$ cat src/design/plaf_pkg.sv
// shared types, register map and step codes of the lattice action and force block
package plaf_pkg;

    localparam int unsigned MAX_SITES = 1024;
    localparam int unsigned SITE_W    = 10;
    localparam int unsigned LEN_W     = 11;
    localparam int unsigned POS_W     = 24;
    localparam int unsigned COEF_W    = 32;
    localparam int unsigned VALUE_W   = 64;
    localparam int unsigned ADDR_W    = 5;
    localparam int unsigned IDX_W     = 3;

    // register indexes
    localparam logic [IDX_W-1:0] REG_PATH_LENGTH  = 3'd0;
    localparam logic [IDX_W-1:0] REG_KINETIC_COEF = 3'd1;
    localparam logic [IDX_W-1:0] REG_MASS_COEF    = 3'd2;
    localparam logic [IDX_W-1:0] REG_ACTION_SCALE = 3'd3;
    localparam logic [IDX_W-1:0] REG_FORCE_SCALE  = 3'd4;
    localparam logic [IDX_W-1:0] REG_FORCE_DIAG   = 3'd5;

    // register reset values
    localparam logic [LEN_W-1:0]  RST_PATH_LENGTH  = 11'd64;
    localparam logic [COEF_W-1:0] RST_KINETIC_COEF = 32'd65536;
    localparam logic [COEF_W-1:0] RST_MASS_COEF    = 32'd65536;
    localparam logic [COEF_W-1:0] RST_ACTION_SCALE = 32'd32768;
    localparam logic [COEF_W-1:0] RST_FORCE_SCALE  = 32'd65536;
    localparam logic [COEF_W-1:0] RST_FORCE_DIAG   = 32'd196608;

    // multiplier steps
    localparam logic [3:0] MUL_NONE = 4'd0;
    localparam logic [3:0] MUL_SQ   = 4'd1;
    localparam logic [3:0] MUL_TLO  = 4'd2;
    localparam logic [3:0] MUL_THI  = 4'd3;
    localparam logic [3:0] MUL_DIAG = 4'd4;
    localparam logic [3:0] MUL_FLO  = 4'd5;
    localparam logic [3:0] MUL_FHI  = 4'd6;
    localparam logic [3:0] MUL_ALO  = 4'd7;
    localparam logic [3:0] MUL_AHI  = 4'd8;

    // sources of the squared terms: a position difference or, for the mass term, the position
    localparam logic [1:0] SQ_KIN  = 2'd0;
    localparam logic [1:0] SQ_MASS = 2'd1;
    localparam logic [1:0] SQ_WRAP = 2'd2;

    // force stencils
    localparam logic [1:0] FRC_MID  = 2'd0;
    localparam logic [1:0] FRC_END  = 2'd1;
    localparam logic [1:0] FRC_ZERO = 2'd2;

    typedef struct packed {
        logic [LEN_W-1:0]  path_length;
        logic [COEF_W-1:0] kinetic_coef;
        logic [COEF_W-1:0] mass_coef;
        logic [COEF_W-1:0] action_scale;
        logic [COEF_W-1:0] force_scale;
        logic [COEF_W-1:0] force_diag;
    } t_cfg;

    typedef struct packed {
        logic              load_x;
        logic [3:0]        mul_op;
        logic [1:0]        sq_src;
        logic              use_mass;
        logic [1:0]        frc_src;
        logic              acc;
        logic              inner;
        logic              shift;
        logic              store_first;
        logic              store_second;
        logic              emit_force;
        logic              emit_action;
        logic [SITE_W-1:0] site;
        logic              clear_sum;
    } t_cmd;

    typedef struct packed {
        logic out_free;
    } t_stat;

endpackage

$ cat src/design/periodic_lattice_action_and_force_top.sv
// top level of the periodic lattice action and force block
// one word per site, taken only while the sequencer is idle: one shared 32x32 multiplier
// steps through every product of a site before the next site is taken
// the force word of a site shows after the next site is taken; the closing site adds
// two wrap-around forces and the action; a stalled output holds the sequencer
// reset is synchronous, active low: registers go to their defaults and the path restarts
module periodic_lattice_action_and_force_top (
    input  logic                                i_clk,
    input  logic                                i_rst_n,
    input  logic                                psel,
    input  logic                                penable,
    input  logic                                pwrite,
    input  logic [plaf_pkg::ADDR_W-1:0]         paddr,
    input  logic [31:0]                         pwdata,
    output logic [31:0]                         prdata,
    output logic                                pready,
    input  logic                                i_in_valid,
    output logic                                o_in_stall,
    input  logic signed [plaf_pkg::POS_W-1:0]   i_position,
    output logic                                o_out_valid,
    input  logic                                i_out_stall,
    output logic                                o_result_kind,
    output logic [plaf_pkg::SITE_W-1:0]         o_site,
    output logic signed [plaf_pkg::VALUE_W-1:0] o_value,
    output logic                                o_last
);

    plaf_pkg::t_cfg  cfg;
    plaf_pkg::t_cmd  cmd;
    plaf_pkg::t_stat stat;

    plaf_regs u_regs (
        .i_clk   (i_clk),
        .i_rst_n (i_rst_n),
        .psel    (psel),
        .penable (penable),
        .pwrite  (pwrite),
        .paddr   (paddr),
        .pwdata  (pwdata),
        .prdata  (prdata),
        .pready  (pready),
        .o_cfg   (cfg)
    );

    plaf_ctrl u_ctrl (
        .i_clk         (i_clk),
        .i_rst_n       (i_rst_n),
        .i_in_valid    (i_in_valid),
        .o_in_stall    (o_in_stall),
        .i_path_length (cfg.path_length),
        .i_stat        (stat),
        .o_cmd         (cmd)
    );

    plaf_dp u_dp (
        .i_clk         (i_clk),
        .i_rst_n       (i_rst_n),
        .i_cfg         (cfg),
        .i_cmd         (cmd),
        .o_stat        (stat),
        .i_position    (i_position),
        .o_out_valid   (o_out_valid),
        .i_out_stall   (i_out_stall),
        .o_result_kind (o_result_kind),
        .o_site        (o_site),
        .o_value       (o_value),
        .o_last        (o_last)
    );

endmodule

$ cat src/design/plaf_regs.sv
// configuration register file with apb-style access
module plaf_regs (
    input  logic                          i_clk,
    input  logic                          i_rst_n,
    input  logic                          psel,
    input  logic                          penable,
    input  logic                          pwrite,
    input  logic [plaf_pkg::ADDR_W-1:0]   paddr,
    input  logic [31:0]                   pwdata,
    output logic [31:0]                   prdata,
    output logic                          pready,
    output plaf_pkg::t_cfg                o_cfg
);

    plaf_pkg::t_cfg             r_cfg;
    logic [plaf_pkg::IDX_W-1:0] idx;
    logic                       wr;

    assign idx    = paddr[plaf_pkg::ADDR_W-1:2];
    assign wr     = psel & penable & pwrite;
    assign pready = 1'b1;
    assign o_cfg  = r_cfg;

    always_ff @(posedge i_clk) begin
        if (!i_rst_n) begin
            r_cfg.path_length  <= plaf_pkg::RST_PATH_LENGTH;
            r_cfg.kinetic_coef <= plaf_pkg::RST_KINETIC_COEF;
            r_cfg.mass_coef    <= plaf_pkg::RST_MASS_COEF;
            r_cfg.action_scale <= plaf_pkg::RST_ACTION_SCALE;
            r_cfg.force_scale  <= plaf_pkg::RST_FORCE_SCALE;
            r_cfg.force_diag   <= plaf_pkg::RST_FORCE_DIAG;
        end else if (wr) begin
            case (idx)
                plaf_pkg::REG_PATH_LENGTH:  r_cfg.path_length  <= pwdata[plaf_pkg::LEN_W-1:0];
                plaf_pkg::REG_KINETIC_COEF: r_cfg.kinetic_coef <= pwdata;
                plaf_pkg::REG_MASS_COEF:    r_cfg.mass_coef    <= pwdata;
                plaf_pkg::REG_ACTION_SCALE: r_cfg.action_scale <= pwdata;
                plaf_pkg::REG_FORCE_SCALE:  r_cfg.force_scale  <= pwdata;
                plaf_pkg::REG_FORCE_DIAG:   r_cfg.force_diag   <= pwdata;
                default: begin
                end
            endcase
        end
    end

    always_comb begin
        case (idx)
            plaf_pkg::REG_PATH_LENGTH:  prdata = {21'd0, r_cfg.path_length};
            plaf_pkg::REG_KINETIC_COEF: prdata = r_cfg.kinetic_coef;
            plaf_pkg::REG_MASS_COEF:    prdata = r_cfg.mass_coef;
            plaf_pkg::REG_ACTION_SCALE: prdata = r_cfg.action_scale;
            plaf_pkg::REG_FORCE_SCALE:  prdata = r_cfg.force_scale;
            plaf_pkg::REG_FORCE_DIAG:   prdata = r_cfg.force_diag;
            default:                    prdata = 32'd0;
        endcase
    end

endmodule

$ cat src/design/plaf_ctrl.sv
// step sequencer: site counter, path end detection and datapath commands
module plaf_ctrl (
    input  logic                        i_clk,
    input  logic                        i_rst_n,
    input  logic                        i_in_valid,
    output logic                        o_in_stall,
    input  logic [plaf_pkg::LEN_W-1:0]  i_path_length,
    input  plaf_pkg::t_stat             i_stat,
    output plaf_pkg::t_cmd              o_cmd
);

    localparam logic [4:0] ST_IDLE = 5'd0;
    localparam logic [4:0] ST_KSQ  = 5'd1;
    localparam logic [4:0] ST_KLO  = 5'd2;
    localparam logic [4:0] ST_KHI  = 5'd3;
    localparam logic [4:0] ST_MSQ  = 5'd4;
    localparam logic [4:0] ST_MLO  = 5'd5;
    localparam logic [4:0] ST_MHI  = 5'd6;
    localparam logic [4:0] ST_MACC = 5'd7;
    localparam logic [4:0] ST_FD   = 5'd8;
    localparam logic [4:0] ST_FI   = 5'd9;
    localparam logic [4:0] ST_FL   = 5'd10;
    localparam logic [4:0] ST_FH   = 5'd11;
    localparam logic [4:0] ST_FO   = 5'd12;
    localparam logic [4:0] ST_WSQ  = 5'd13;
    localparam logic [4:0] ST_WLO  = 5'd14;
    localparam logic [4:0] ST_WHI  = 5'd15;
    localparam logic [4:0] ST_WACC = 5'd16;
    localparam logic [4:0] ST_ALO  = 5'd17;
    localparam logic [4:0] ST_AHI  = 5'd18;
    localparam logic [4:0] ST_AO   = 5'd19;

    localparam logic [plaf_pkg::LEN_W-1:0] LEN_MIN = 11'd3;
    localparam logic [plaf_pkg::LEN_W-1:0] LEN_MAX = plaf_pkg::LEN_W'(plaf_pkg::MAX_SITES);

    logic [4:0]                  r_state, n_state;
    logic [plaf_pkg::SITE_W-1:0] r_cnt, n_cnt;
    logic                        r_last, n_last;
    logic [1:0]                  r_fsel, n_fsel;
    logic [plaf_pkg::LEN_W-1:0]  len_eff;
    logic                        is_last;
    logic [plaf_pkg::SITE_W-1:0] cnt_inc;

    always_comb begin
        if (i_path_length < LEN_MIN) begin
            len_eff = LEN_MIN;
        end else if (i_path_length > LEN_MAX) begin
            len_eff = LEN_MAX;
        end else begin
            len_eff = i_path_length;
        end
    end

    assign is_last    = (r_cnt >= plaf_pkg::SITE_W'(2)) &&
                        ({1'b0, r_cnt} >= (len_eff - plaf_pkg::LEN_W'(1)));
    assign cnt_inc    = r_cnt + plaf_pkg::SITE_W'(1);
    assign o_in_stall = (r_state != ST_IDLE);

    always_comb begin
        n_state = r_state;
        n_cnt   = r_cnt;
        n_last  = r_last;
        n_fsel  = r_fsel;
        o_cmd   = '0;
        case (r_state)
            ST_IDLE: begin
                if (i_in_valid) begin
                    o_cmd.load_x = 1'b1;
                    n_last       = is_last;
                    n_state      = (r_cnt == '0) ? ST_MSQ : ST_KSQ;
                end
            end
            ST_KSQ: begin
                o_cmd.mul_op = plaf_pkg::MUL_SQ;
                o_cmd.sq_src = plaf_pkg::SQ_KIN;
                n_state      = ST_KLO;
            end
            ST_KLO: begin
                o_cmd.mul_op = plaf_pkg::MUL_TLO;
                n_state      = ST_KHI;
            end
            ST_KHI: begin
                o_cmd.mul_op = plaf_pkg::MUL_THI;
                n_state      = ST_MSQ;
            end
            ST_MSQ: begin
                o_cmd.mul_op = plaf_pkg::MUL_SQ;
                o_cmd.sq_src = plaf_pkg::SQ_MASS;
                o_cmd.acc    = (r_cnt != '0);
                n_state      = ST_MLO;
            end
            ST_MLO: begin
                o_cmd.mul_op   = plaf_pkg::MUL_TLO;
                o_cmd.use_mass = 1'b1;
                n_state        = ST_MHI;
            end
            ST_MHI: begin
                o_cmd.mul_op   = plaf_pkg::MUL_THI;
                o_cmd.use_mass = 1'b1;
                n_state        = ST_MACC;
            end
            ST_MACC: begin
                o_cmd.acc          = 1'b1;
                o_cmd.mul_op       = plaf_pkg::MUL_DIAG;
                o_cmd.frc_src      = plaf_pkg::FRC_MID;
                o_cmd.shift        = 1'b1;
                o_cmd.store_first  = (r_cnt == plaf_pkg::SITE_W'(0));
                o_cmd.store_second = (r_cnt == plaf_pkg::SITE_W'(1));
                if (r_cnt >= plaf_pkg::SITE_W'(2)) begin
                    n_fsel  = plaf_pkg::FRC_MID;
                    n_state = ST_FI;
                end else begin
                    n_cnt   = cnt_inc;
                    n_state = ST_IDLE;
                end
            end
            ST_FD: begin
                o_cmd.mul_op  = plaf_pkg::MUL_DIAG;
                o_cmd.frc_src = r_fsel;
                n_state       = ST_FI;
            end
            ST_FI: begin
                o_cmd.inner = 1'b1;
                n_state     = ST_FL;
            end
            ST_FL: begin
                o_cmd.mul_op = plaf_pkg::MUL_FLO;
                n_state      = ST_FH;
            end
            ST_FH: begin
                o_cmd.mul_op = plaf_pkg::MUL_FHI;
                n_state      = ST_FO;
            end
            ST_FO: begin
                if (i_stat.out_free) begin
                    o_cmd.emit_force = 1'b1;
                    case (r_fsel)
                        plaf_pkg::FRC_MID: begin
                            o_cmd.site = r_cnt - plaf_pkg::SITE_W'(1);
                            if (r_last) begin
                                n_fsel  = plaf_pkg::FRC_END;
                                n_state = ST_FD;
                            end else begin
                                n_cnt   = cnt_inc;
                                n_state = ST_IDLE;
                            end
                        end
                        plaf_pkg::FRC_END: begin
                            o_cmd.site = r_cnt;
                            n_fsel     = plaf_pkg::FRC_ZERO;
                            n_state    = ST_FD;
                        end
                        default: begin
                            o_cmd.site = '0;
                            n_state    = ST_WSQ;
                        end
                    endcase
                end
            end
            ST_WSQ: begin
                o_cmd.mul_op = plaf_pkg::MUL_SQ;
                o_cmd.sq_src = plaf_pkg::SQ_WRAP;
                n_state      = ST_WLO;
            end
            ST_WLO: begin
                o_cmd.mul_op = plaf_pkg::MUL_TLO;
                n_state      = ST_WHI;
            end
            ST_WHI: begin
                o_cmd.mul_op = plaf_pkg::MUL_THI;
                n_state      = ST_WACC;
            end
            ST_WACC: begin
                o_cmd.acc = 1'b1;
                n_state   = ST_ALO;
            end
            ST_ALO: begin
                o_cmd.mul_op = plaf_pkg::MUL_ALO;
                n_state      = ST_AHI;
            end
            ST_AHI: begin
                o_cmd.mul_op = plaf_pkg::MUL_AHI;
                n_state      = ST_AO;
            end
            ST_AO: begin
                if (i_stat.out_free) begin
                    o_cmd.emit_action = 1'b1;
                    o_cmd.clear_sum   = 1'b1;
                    n_cnt             = '0;
                    n_state           = ST_IDLE;
                end
            end
            default: begin
                n_state = ST_IDLE;
            end
        endcase
    end

    always_ff @(posedge i_clk) begin
        if (!i_rst_n) begin
            r_state <= ST_IDLE;
            r_cnt   <= '0;
            r_last  <= 1'b0;
            r_fsel  <= plaf_pkg::FRC_MID;
        end else begin
            r_state <= n_state;
            r_cnt   <= n_cnt;
            r_last  <= n_last;
            r_fsel  <= n_fsel;
        end
    end

endmodule

$ cat src/design/plaf_dp.sv
// datapath: position window, shared 32x32 multiplier, action sum and output word register
module plaf_dp (
    input  logic                                i_clk,
    input  logic                                i_rst_n,
    input  plaf_pkg::t_cfg                      i_cfg,
    input  plaf_pkg::t_cmd                      i_cmd,
    output plaf_pkg::t_stat                     o_stat,
    input  logic signed [plaf_pkg::POS_W-1:0]   i_position,
    output logic                                o_out_valid,
    input  logic                                i_out_stall,
    output logic                                o_result_kind,
    output logic [plaf_pkg::SITE_W-1:0]         o_site,
    output logic signed [plaf_pkg::VALUE_W-1:0] o_value,
    output logic                                o_last
);

    logic signed [23:0] r_x, r_first, r_second, r_prev, r_bprev;

    logic [47:0]        r_sq;
    logic [54:0]        r_fp;
    logic               r_cneg;
    logic signed [24:0] r_lr;
    logic [55:0]        r_imag;
    logic               r_ineg;
    logic [63:0]        r_plo;
    logic [63:0]        r_phi;
    logic [63:0]        r_sum;

    logic               r_ovalid;
    logic               r_okind;
    logic [9:0]         r_osite;
    logic [63:0]        r_ovalue;
    logic               r_olast;

    // squared term operand
    logic signed [24:0] sq_diff, sq_abs;
    logic [23:0]        sq_mag;

    // force stencil operands
    logic signed [23:0] f_c, f_l, f_r;
    logic signed [24:0] f_c_abs;

    // multiplier
    logic [31:0]        coef;
    logic [31:0]        mul_a, mul_b;
    logic [63:0]        mul_p;

    // inner bracket
    logic signed [56:0] fp_s, lr_sh, inner, inner_abs;

    // results
    logic [56:0]        frc_p;
    logic               frc_big;
    logic [63:0]        frc_val;
    logic [63:0]        term;
    logic [64:0]        acc_s;
    logic [63:0]        sum_next;
    logic [80:0]        act_tot;
    logic [63:0]        act_val;
    logic               out_free;

    always_comb begin
        case (i_cmd.sq_src)
            plaf_pkg::SQ_KIN:  sq_diff = {r_x[23], r_x} - {r_prev[23], r_prev};
            plaf_pkg::SQ_MASS: sq_diff = {r_x[23], r_x};
            plaf_pkg::SQ_WRAP: sq_diff = {r_first[23], r_first} - {r_x[23], r_x};
            default:           sq_diff = '0;
        endcase
        sq_abs = sq_diff[24] ? -sq_diff : sq_diff;
        sq_mag = sq_abs[23:0];
    end

    always_comb begin
        case (i_cmd.frc_src)
            plaf_pkg::FRC_MID: begin
                f_c = r_prev;
                f_l = r_bprev;
                f_r = r_x;
            end
            plaf_pkg::FRC_END: begin
                f_c = r_x;
                f_l = r_bprev;
                f_r = r_first;
            end
            default: begin
                f_c = r_first;
                f_l = r_x;
                f_r = r_second;
            end
        endcase
        f_c_abs = f_c[23] ? -{f_c[23], f_c} : {f_c[23], f_c};
    end

    assign coef = i_cmd.use_mass ? i_cfg.mass_coef : i_cfg.kinetic_coef;

    always_comb begin
        case (i_cmd.mul_op)
            plaf_pkg::MUL_SQ: begin
                mul_a = {8'd0, sq_mag};
                mul_b = {8'd0, sq_mag};
            end
            plaf_pkg::MUL_TLO: begin
                mul_a = r_sq[31:0];
                mul_b = coef;
            end
            plaf_pkg::MUL_THI: begin
                mul_a = {16'd0, r_sq[47:32]};
                mul_b = coef;
            end
            plaf_pkg::MUL_DIAG: begin
                mul_a = {8'd0, f_c_abs[23:0]};
                mul_b = i_cfg.force_diag;
            end
            plaf_pkg::MUL_FLO: begin
                mul_a = r_imag[31:0];
                mul_b = i_cfg.force_scale;
            end
            plaf_pkg::MUL_FHI: begin
                mul_a = {8'd0, r_imag[55:32]};
                mul_b = i_cfg.force_scale;
            end
            plaf_pkg::MUL_ALO: begin
                mul_a = r_sum[31:0];
                mul_b = i_cfg.action_scale;
            end
            plaf_pkg::MUL_AHI: begin
                mul_a = r_sum[63:32];
                mul_b = i_cfg.action_scale;
            end
            default: begin
                mul_a = '0;
                mul_b = '0;
            end
        endcase
    end

    assign mul_p = {32'd0, mul_a} * {32'd0, mul_b};

    // c * diag - (l + r) in q.32
    assign fp_s      = r_cneg ? -{2'b00, r_fp} : {2'b00, r_fp};
    assign lr_sh     = {{16{r_lr[24]}}, r_lr, 16'd0};
    assign inner     = fp_s - lr_sh;
    assign inner_abs = inner[56] ? -inner : inner;

    // force to q16.16 with saturation
    assign frc_p   = {1'b0, r_phi[55:0]} + {25'd0, r_plo[63:32]};
    assign frc_big = |frc_p[56:31];
    always_comb begin
        if (r_ineg) begin
            frc_val = frc_big ? 64'hFFFF_FFFF_8000_0000 : (64'd0 - {33'd0, frc_p[30:0]});
        end else begin
            frc_val = frc_big ? 64'h0000_0000_7FFF_FFFF : {33'd0, frc_p[30:0]};
        end
    end

    // squared term to q32.32 and saturating accumulate
    assign term     = {r_phi[47:0], 16'd0} + {16'd0, r_plo[63:16]};
    assign acc_s    = {1'b0, r_sum} + {1'b0, term};
    assign sum_next = acc_s[64] ? 64'hFFFF_FFFF_FFFF_FFFF : acc_s[63:0];

    // action scaling with saturation
    assign act_tot = {1'b0, r_phi, 16'd0} + {33'd0, r_plo[63:16]};
    assign act_val = (|act_tot[80:63]) ? 64'h7FFF_FFFF_FFFF_FFFF : {1'b0, act_tot[62:0]};

    assign out_free        = !r_ovalid || !i_out_stall;
    assign o_stat.out_free = out_free;

    always_ff @(posedge i_clk) begin
        if (i_cmd.load_x) begin
            r_x <= i_position;
        end
        if (i_cmd.shift) begin
            r_bprev <= r_prev;
            r_prev  <= r_x;
        end
        if (i_cmd.store_first) begin
            r_first <= r_x;
        end
        if (i_cmd.store_second) begin
            r_second <= r_x;
        end
        case (i_cmd.mul_op)
            plaf_pkg::MUL_SQ: begin
                r_sq <= mul_p[47:0];
            end
            plaf_pkg::MUL_DIAG: begin
                r_fp   <= mul_p[54:0];
                r_cneg <= f_c[23];
                r_lr   <= {f_l[23], f_l} + {f_r[23], f_r};
            end
            plaf_pkg::MUL_TLO, plaf_pkg::MUL_FLO, plaf_pkg::MUL_ALO: begin
                r_plo <= mul_p;
            end
            plaf_pkg::MUL_THI, plaf_pkg::MUL_FHI, plaf_pkg::MUL_AHI: begin
                r_phi <= mul_p;
            end
            default: begin
            end
        endcase
        if (i_cmd.inner) begin
            r_ineg <= inner[56];
            r_imag <= inner_abs[55:0];
        end
        if (i_cmd.emit_force) begin
            r_okind  <= 1'b0;
            r_osite  <= i_cmd.site;
            r_ovalue <= frc_val;
            r_olast  <= 1'b0;
        end else if (i_cmd.emit_action) begin
            r_okind  <= 1'b1;
            r_osite  <= '0;
            r_ovalue <= act_val;
            r_olast  <= 1'b1;
        end
    end

    always_ff @(posedge i_clk) begin
        if (!i_rst_n) begin
            r_sum    <= '0;
            r_ovalid <= 1'b0;
        end else begin
            if (i_cmd.clear_sum) begin
                r_sum <= '0;
            end else if (i_cmd.acc) begin
                r_sum <= sum_next;
            end
            if (i_cmd.emit_force || i_cmd.emit_action) begin
                r_ovalid <= 1'b1;
            end else if (!i_out_stall) begin
                r_ovalid <= 1'b0;
            end
        end
    end

    assign o_out_valid   = r_ovalid;
    assign o_result_kind = r_okind;
    assign o_site        = r_osite;
    assign o_value       = r_ovalue;
    assign o_last        = r_olast;

endmodule

$ cat config.mk
export PLATFORM = sky130hd
export DESIGN_NAME = periodic_lattice_action_and_force_top
export DESIGN_NICKNAME = d
export VERILOG_FILES = /design/src/design/plaf_pkg.sv /design/src/design/periodic_lattice_action_and_force_top.sv /design/src/design/plaf_regs.sv /design/src/design/plaf_ctrl.sv /design/src/design/plaf_dp.sv
export SDC_FILE = /design/constraint.sdc
export NUM_CORES = 2
export LEC_CHECK = 0
export BUFFER_PORTS_ARGS = -buffer_cell sky130_fd_sc_hd__clkbuf_2
export CAP_MARGIN = 20
export CORE_MARGIN = 5
export CORE_UTILIZATION = 42
export CTS_CLUSTER_DIAMETER = 80
export DETAILED_ROUTE_END_ITERATION = 10
export MAX_ROUTING_LAYER = met4
export PLACE_DENSITY = 0.62
export SLEW_MARGIN = 20
export SYNTH_ARGS = -nofsm -noshare
export SYNTH_HDL_FRONTEND = slang
export SYNTH_HIERARCHICAL = 1
export SYNTH_SLANG_ARGS = --single-unit
$ cat constraint.sdc
create_clock -name i_clk -period 34.7 [get_ports i_clk]
set_input_delay 3.47 -clock i_clk [delete_from_list [all_inputs] [get_ports i_clk]]
set_output_delay 3.47 -clock i_clk [all_outputs]
set_load 0.05 [all_outputs]
# Word level (Yosys, flattened, before mapping)
# Index checks and enable logic that the tools add are counted.
# Widths: inputs -> output; s select.
# word_totals
input_bits,68
regBits,763
output_inout_bits,111
# op_classes
n_lt_le_gt_ge,4
n_mux,59
addsub,16
bitwise,3
eq_ne,47
reduce_logical,41
n_mul,1
# op_table
cell,count
$mux 64,5
$pmux 32 s8,1
$pmux 32 s6,1
$pmux 32 s5,1
$pmux 5 s20,1
$pmux 24 s2,2
$mux 10,9
$add 80x48->81,1
$pmux 25 s3,1
$mux 24,3
$add 64x64->65,1
$add 64x48->64,1
$mul 32x32->64,1
$mux 63,1
$add 56x32->57,1
$mux 57,1
$neg 55->57,1
$sub 57x41->57,1
$mux 56,1
$neg 56->56,1
$sub 24x24->25,2
$neg 24->24,2
$eq 5x4->1 const B,8
$mux 32,1
other kinds (61),123

# Depth between registers and ports, before layout
# logic_depth
depth_word,8
depth_mapped,52
depth_no_buf,49

# Hierarchy
# Netlist, hierarchy kept.
# modules_own_cells
module,cells_per_inst,seq_area_each_um2,area_per_inst_um2,n_inst
plaf_dp,7666,16095.4,69862.0,1
plaf_regs,750,3423.3,7440.9,1
plaf_ctrl,298,360.3,2052.0,1

# Worst setup path before layout
# OpenSTA, ideal clock, no wires.
# synth_timing
path_type,register to register
startpoint,register u_ctrl.r_state[0]
endpoint,"register u_dp.r_phi[62], data pin"
path_stages_with_launch,46
t_arrival_ns,13.204
path_buffers,6
slack_ns,21.227
setup_ns,0.269
required_time_ns,34.431
period_less_slack_ns,13.473
path_cell_list,dfxtp_1 > buf_2 > nor2b_1 > nand2_1 > o21ai_0 > a21oi_1 > o21ai_0 > nand2_1 > or3_1 > clkbuf_1 > inv_1 > clkbuf_1 > clkbuf_1 > clkbuf_1 > a21oi_1 > nand3_1 > clkbuf_1 > nand2_1 > [... 10 more ...] > inv_1 > fa_1 > inv_1 > ha_1 > a2111oi_0 > nand3_1 > o32ai_1 > o31a_1 > o21ai_0 > o31a_1 > a31oi_1 > o21ai_0 > nand2_1 > o21ai_0 > a21o_1 > a21oi_1 > o21ai_0 > xor2_1
# synth_lines
item,line,rtl
start: declaration,plaf_ctrl.sv:36,"logic [4:0] r_state, n_state;"
start signal: assignment,plaf_ctrl.sv:206,r_state <= n_state;
end signal: assignment,plaf_dp.sv:195,r_phi <= mul_p;
end: declaration,plaf_dp.sv:26,logic [63:0] r_phi;

# Worst setup path after layout
# layout_timing
startpoint,register u_dp.r_x[0]
endpoint,"register u_dp.r_phi[60], data pin"
# layout_via
elab_chain_cells,6
word_cells_on_any_way,11
# layout_rtl
item,line,rtl
start: declaration,plaf_dp.sv:17,"logic signed [23:0] r_x, r_first, r_second, r_prev, r_bprev;"
start signal: assignment,plaf_dp.sv:170,r_x <= i_position;
$sub 24x24->25 (on tied branches),"plaf_dp.sv:66, plaf_dp.sv:64",
$pmux 25 s3,plaf_dp.sv:63,case (i_cmd.sq_src)
$neg 24->24,plaf_dp.sv:69,sq_abs = sq_diff[24] ? -sq_diff : sq_diff;
$mux 24,plaf_dp.sv:69,
$pmux 32 s8 or $pmux 32 s5 (tied branches),plaf_dp.sv:97,case (i_cmd.mul_op)
$mul 32x32->64 (*),plaf_dp.sv:137,"assign mul_p = {32'd0, mul_a} * {32'd0, mul_b};"
named net u_dp.mul_p[60],plaf_dp.sv:46,logic [63:0] mul_p;
# The timed path passes the listed nets; every way through them passes the cells marked *.
# A chain may end at the register's enable or synchronous reset.

==> impl_metrics.tcl <==
set metrics [dict create \
    syn_area_um2 79400 \
    crit_top_cell "fa_1" \
    slew_viol_final 0 \
    grt-ovfl-total 0 \
    slowest_delay_ps 930 \
    holdWs_ps 471 \
    hold_buffers 0 \
    critPathLaunchType "flop" \
    p_int_w 0.00356 \
    via_count 64400 \
    syn2layout_area_growth_pct 8.43 \
    io_pins 179 \
    grt_usage_pct 27.9 \
    clkPwrFrac_pct 10.4 \
    drtIter0Drc 5705 \
    clockRootBuffer "clkbuf_16" \
    setup_tns_ps 0 \
    tritoncts "built" \
    cap_violations 0 \
    dp_hpwl_um 208000 \
    power_frac_comb_pct 72.9 \
    fin_crit_ps 15540 \
    period_share_pct 44.8 \
    post_cts_buffers 0 \
    antenna_found_initial 20 \
    final_cell_area_um2 86000 \
    yosysUniqueCellTypes 103 \
    routedWlPerCell_um 24.1 \
    place_area_um2 83300 \
    swShare_pct 58.0 \
    grt_max_degree 90 \
    hold_depth 2 \
    die_h_um 445 \
    outcome "finished clean" \
    cts_made_buffers 83 \
    ys.flop_type "edfxtp_1" \
    clkLatencyLatePin_ps 730 \
    slowest_stage "and2_1" \
    max_freq_ghz 0.0643 \
    worstPathMaxFanout 18 \
    wl_um 272000 \
    hold_viol_final 0 \
    cp.arrival_ps 16020 \
    clk_pin_slew_worst_paths_ps 60 \
    critical_path_class "flop to flop" \
    finalClockSkew_ps 36.6 \
    hp-class "flop to flop" \
    grt_pass1_vias 64800 \
    drive_gt1_share_pct 7.51 \
    drtAntennaViolNets 0 \
    clockBufferDepth 3 \
    rsz0062_at_grt "no" \
    cts_sinks 747 \
    ys_warn_count 6 \
    synth_seq_cells 747 \
    synth_area_per_cell_um2 9.11 \
    powerDensity_nw_per_um2 98.4 \
    dr.pass1.iters 8 \
    syn-num-nets 10200 \
    finalWorstSetupSlack_ps 19160 \
    core.rowCount 159 \
    final_nets 10200 \
    avgViaCountPerCell 5.71 \
    h-tree-depth 3 \
    dp_slack_ps 19170 \
    cts_resized 0 \
    setup_violations 0 \
    synth_cells 8714 \
    dieArea_um2 198000 \
    port_buffers 175 \
    routabilityCongestion 0.966 \
    synth_edf_count 492 \
    worstRegToRegCells 45 \
    fin_util_pct 45.8 \
    p_seq_share_pct 16.7 \
    cp.required_ps 35170 \
    fp.dieW_um 445 \
    yosysSeqAreaShare_pct 25.1 \
    drc 0 \
    grt_pass1_wl_um 408000 \
    p_sw_w 0.00491 \
    initial_core_util_pct 42.3 \
    core_area_um2 188000 \
    p_leak_nw 37.2 \
    slew_headroom_pct 19.8 \
    crit_path_end_kind "flop" \
    tightest_slew_ps 1200 \
    synthArstFlopShare_pct 0 \
    ir_drop_mv 0.316 \
]
## final timing paths
kind	start	slack, ps	end
setup / recovery	u_dp/r_x[0]$_DFFE_PP_	19160	u_dp/r_phi[60]$_DFFE_PP_
hold / removal	u_regs/o_cfg[153]$_SDFFE_PN0P_	470	u_regs/o_cfg[153]$_SDFFE_PN0P_
setup reg to reg	u_dp/r_x[0]$_DFFE_PP_	19160	u_dp/r_phi[60]$_DFFE_PP_
hold reg to reg	u_regs/o_cfg[153]$_SDFFE_PN0P_	470	u_regs/o_cfg[153]$_SDFFE_PN0P_
## area by class of cell
class	instances	area, um2
flip-flops and latches	747	19900
well taps	2495	3120
clock inverters	48	462
multi-input cells	6294	53500
clock buffers	105	2240
diodes	6	15.0
repair buffers	353	2210
fillers	18100	102000
inverters	1236	4640
## Yosys cell counts (80+ instances only)
master / number / area (um2)
xnor2_1: 258 / 2260
nor3_1: 86 / 430
nand2b_1: 80 / 500
ha_1: 490 / 6130
clkbuf_1: 346 / 1300
fa_1: 902 / 18100
xor2_1: 159 / 1390
dfxtp_1: 255 / 5100
a21o_1: 139 / 1040
inv_1: 1230 / 4620
mux2i_1: 333 / 3330
edfxtp_1: 492 / 14800
a21oi_1: 421 / 2110
nand3_1: 94 / 470
and2_1: 95 / 594
nor2_1: 711 / 2670
nand2_1: 1114 / 4180
o21ai_0: 389 / 1950
## logic make-up after synthesis
family / synth area share (%)
DFF: 25.1
xor gates and xnor gates: 4.62
buffers and inverters: 8.12
muxes: 4.84
other: 0.00473
adders and majority gates: 30.5
and+or+nand+nor: 14.3
AOI/OAI and AO/OA: 12.6
## worst max-delay path, delay by kind of cell, from the launching register on
family | cells | cell delay (ps)
flip-flops | 1 | 550
buffers and inverters | 6 | 410
adder cells (fa/ha/maj) | 11 | 5200
AO/OA/AOI/OAI | 18 | 6000
XOR/XNOR | 2 | 420
AND/OR/NAND/NOR | 8 | 2700
## layout by cell type, fill, tap and decap left out, types with 46 or more instances in the layout
master / n
o21a_1: 48
inv_1: 1224
clkbuf_2: 174
nor2b_1: 75
nor2_1: 706
dfxtp_1: 255
and2_1: 94
xnor2_1: 243
clkbuf_16: 83
ha_1: 490
nand4_1: 47
nand2b_1: 80
mux2i_1: 333
o21ai_0: 386
xor2_1: 153
nand2_1: 1111
edfxtp_1: 492
fa_1: 902
nand3_1: 94
nor3_1: 84
a221o_1: 54
a21oi_1: 420
buf_4: 174
a211oi_1: 46
a21o_1: 139
## state kept, by name, indices dropped and copies added (netlist names), 2 cells and up
register and count:
u_ctrl/r_cnt 10, u_ctrl/r_fsel 2, u_ctrl/r_state 5, u_dp/o_site 10
u_dp/o_value 64, u_dp/r_bprev 24, u_dp/r_first 24, u_dp/r_fp 55
u_dp/r_imag 56, u_dp/r_lr 25, u_dp/r_phi 64, u_dp/r_plo 48
u_dp/r_prev 24, u_dp/r_second 24, u_dp/r_sq 48, u_dp/r_sum 64
u_dp/r_x 24, u_regs/o_cfg 171
## power by group through the flow
stage	Sequential (W)	Clock, W	Combinational (W)
finish	0.00141	0.000884	0.00617
global route	0.00142	0.000939	0.00655
CTS	0.00141	0.000904	0.00607
detailed placement	0.00143	0	0.00605
global placement	0.00143	0	0.00600
floorplan	0.00139	0	0.00313
## per-layer routing
layer | vias up | global-route usage [%] | wire length, um
met2 | 2780 | 43.9 | 124000
met4 | 0 | 10.6 | 12100
met5 | - | - | 0
met1 | 32200 | 36.2 | 113000
met3 | 537 | 4.99 | 22700
li1 | 28900 | - | -
## stage by stage
stage | total power (W) | std cells
2_1_floorplan | 0.00452 | 8714
5_1_grt | 0.00891 | 11300
4_1_cts | 0.00839 | 11300
3_5_place_dp | 0.00748 | 11100
6_report | 0.00847 | 11300
3_3_place_gp | 0.00743 | 11100
Power figures use the tool's default switching activity.
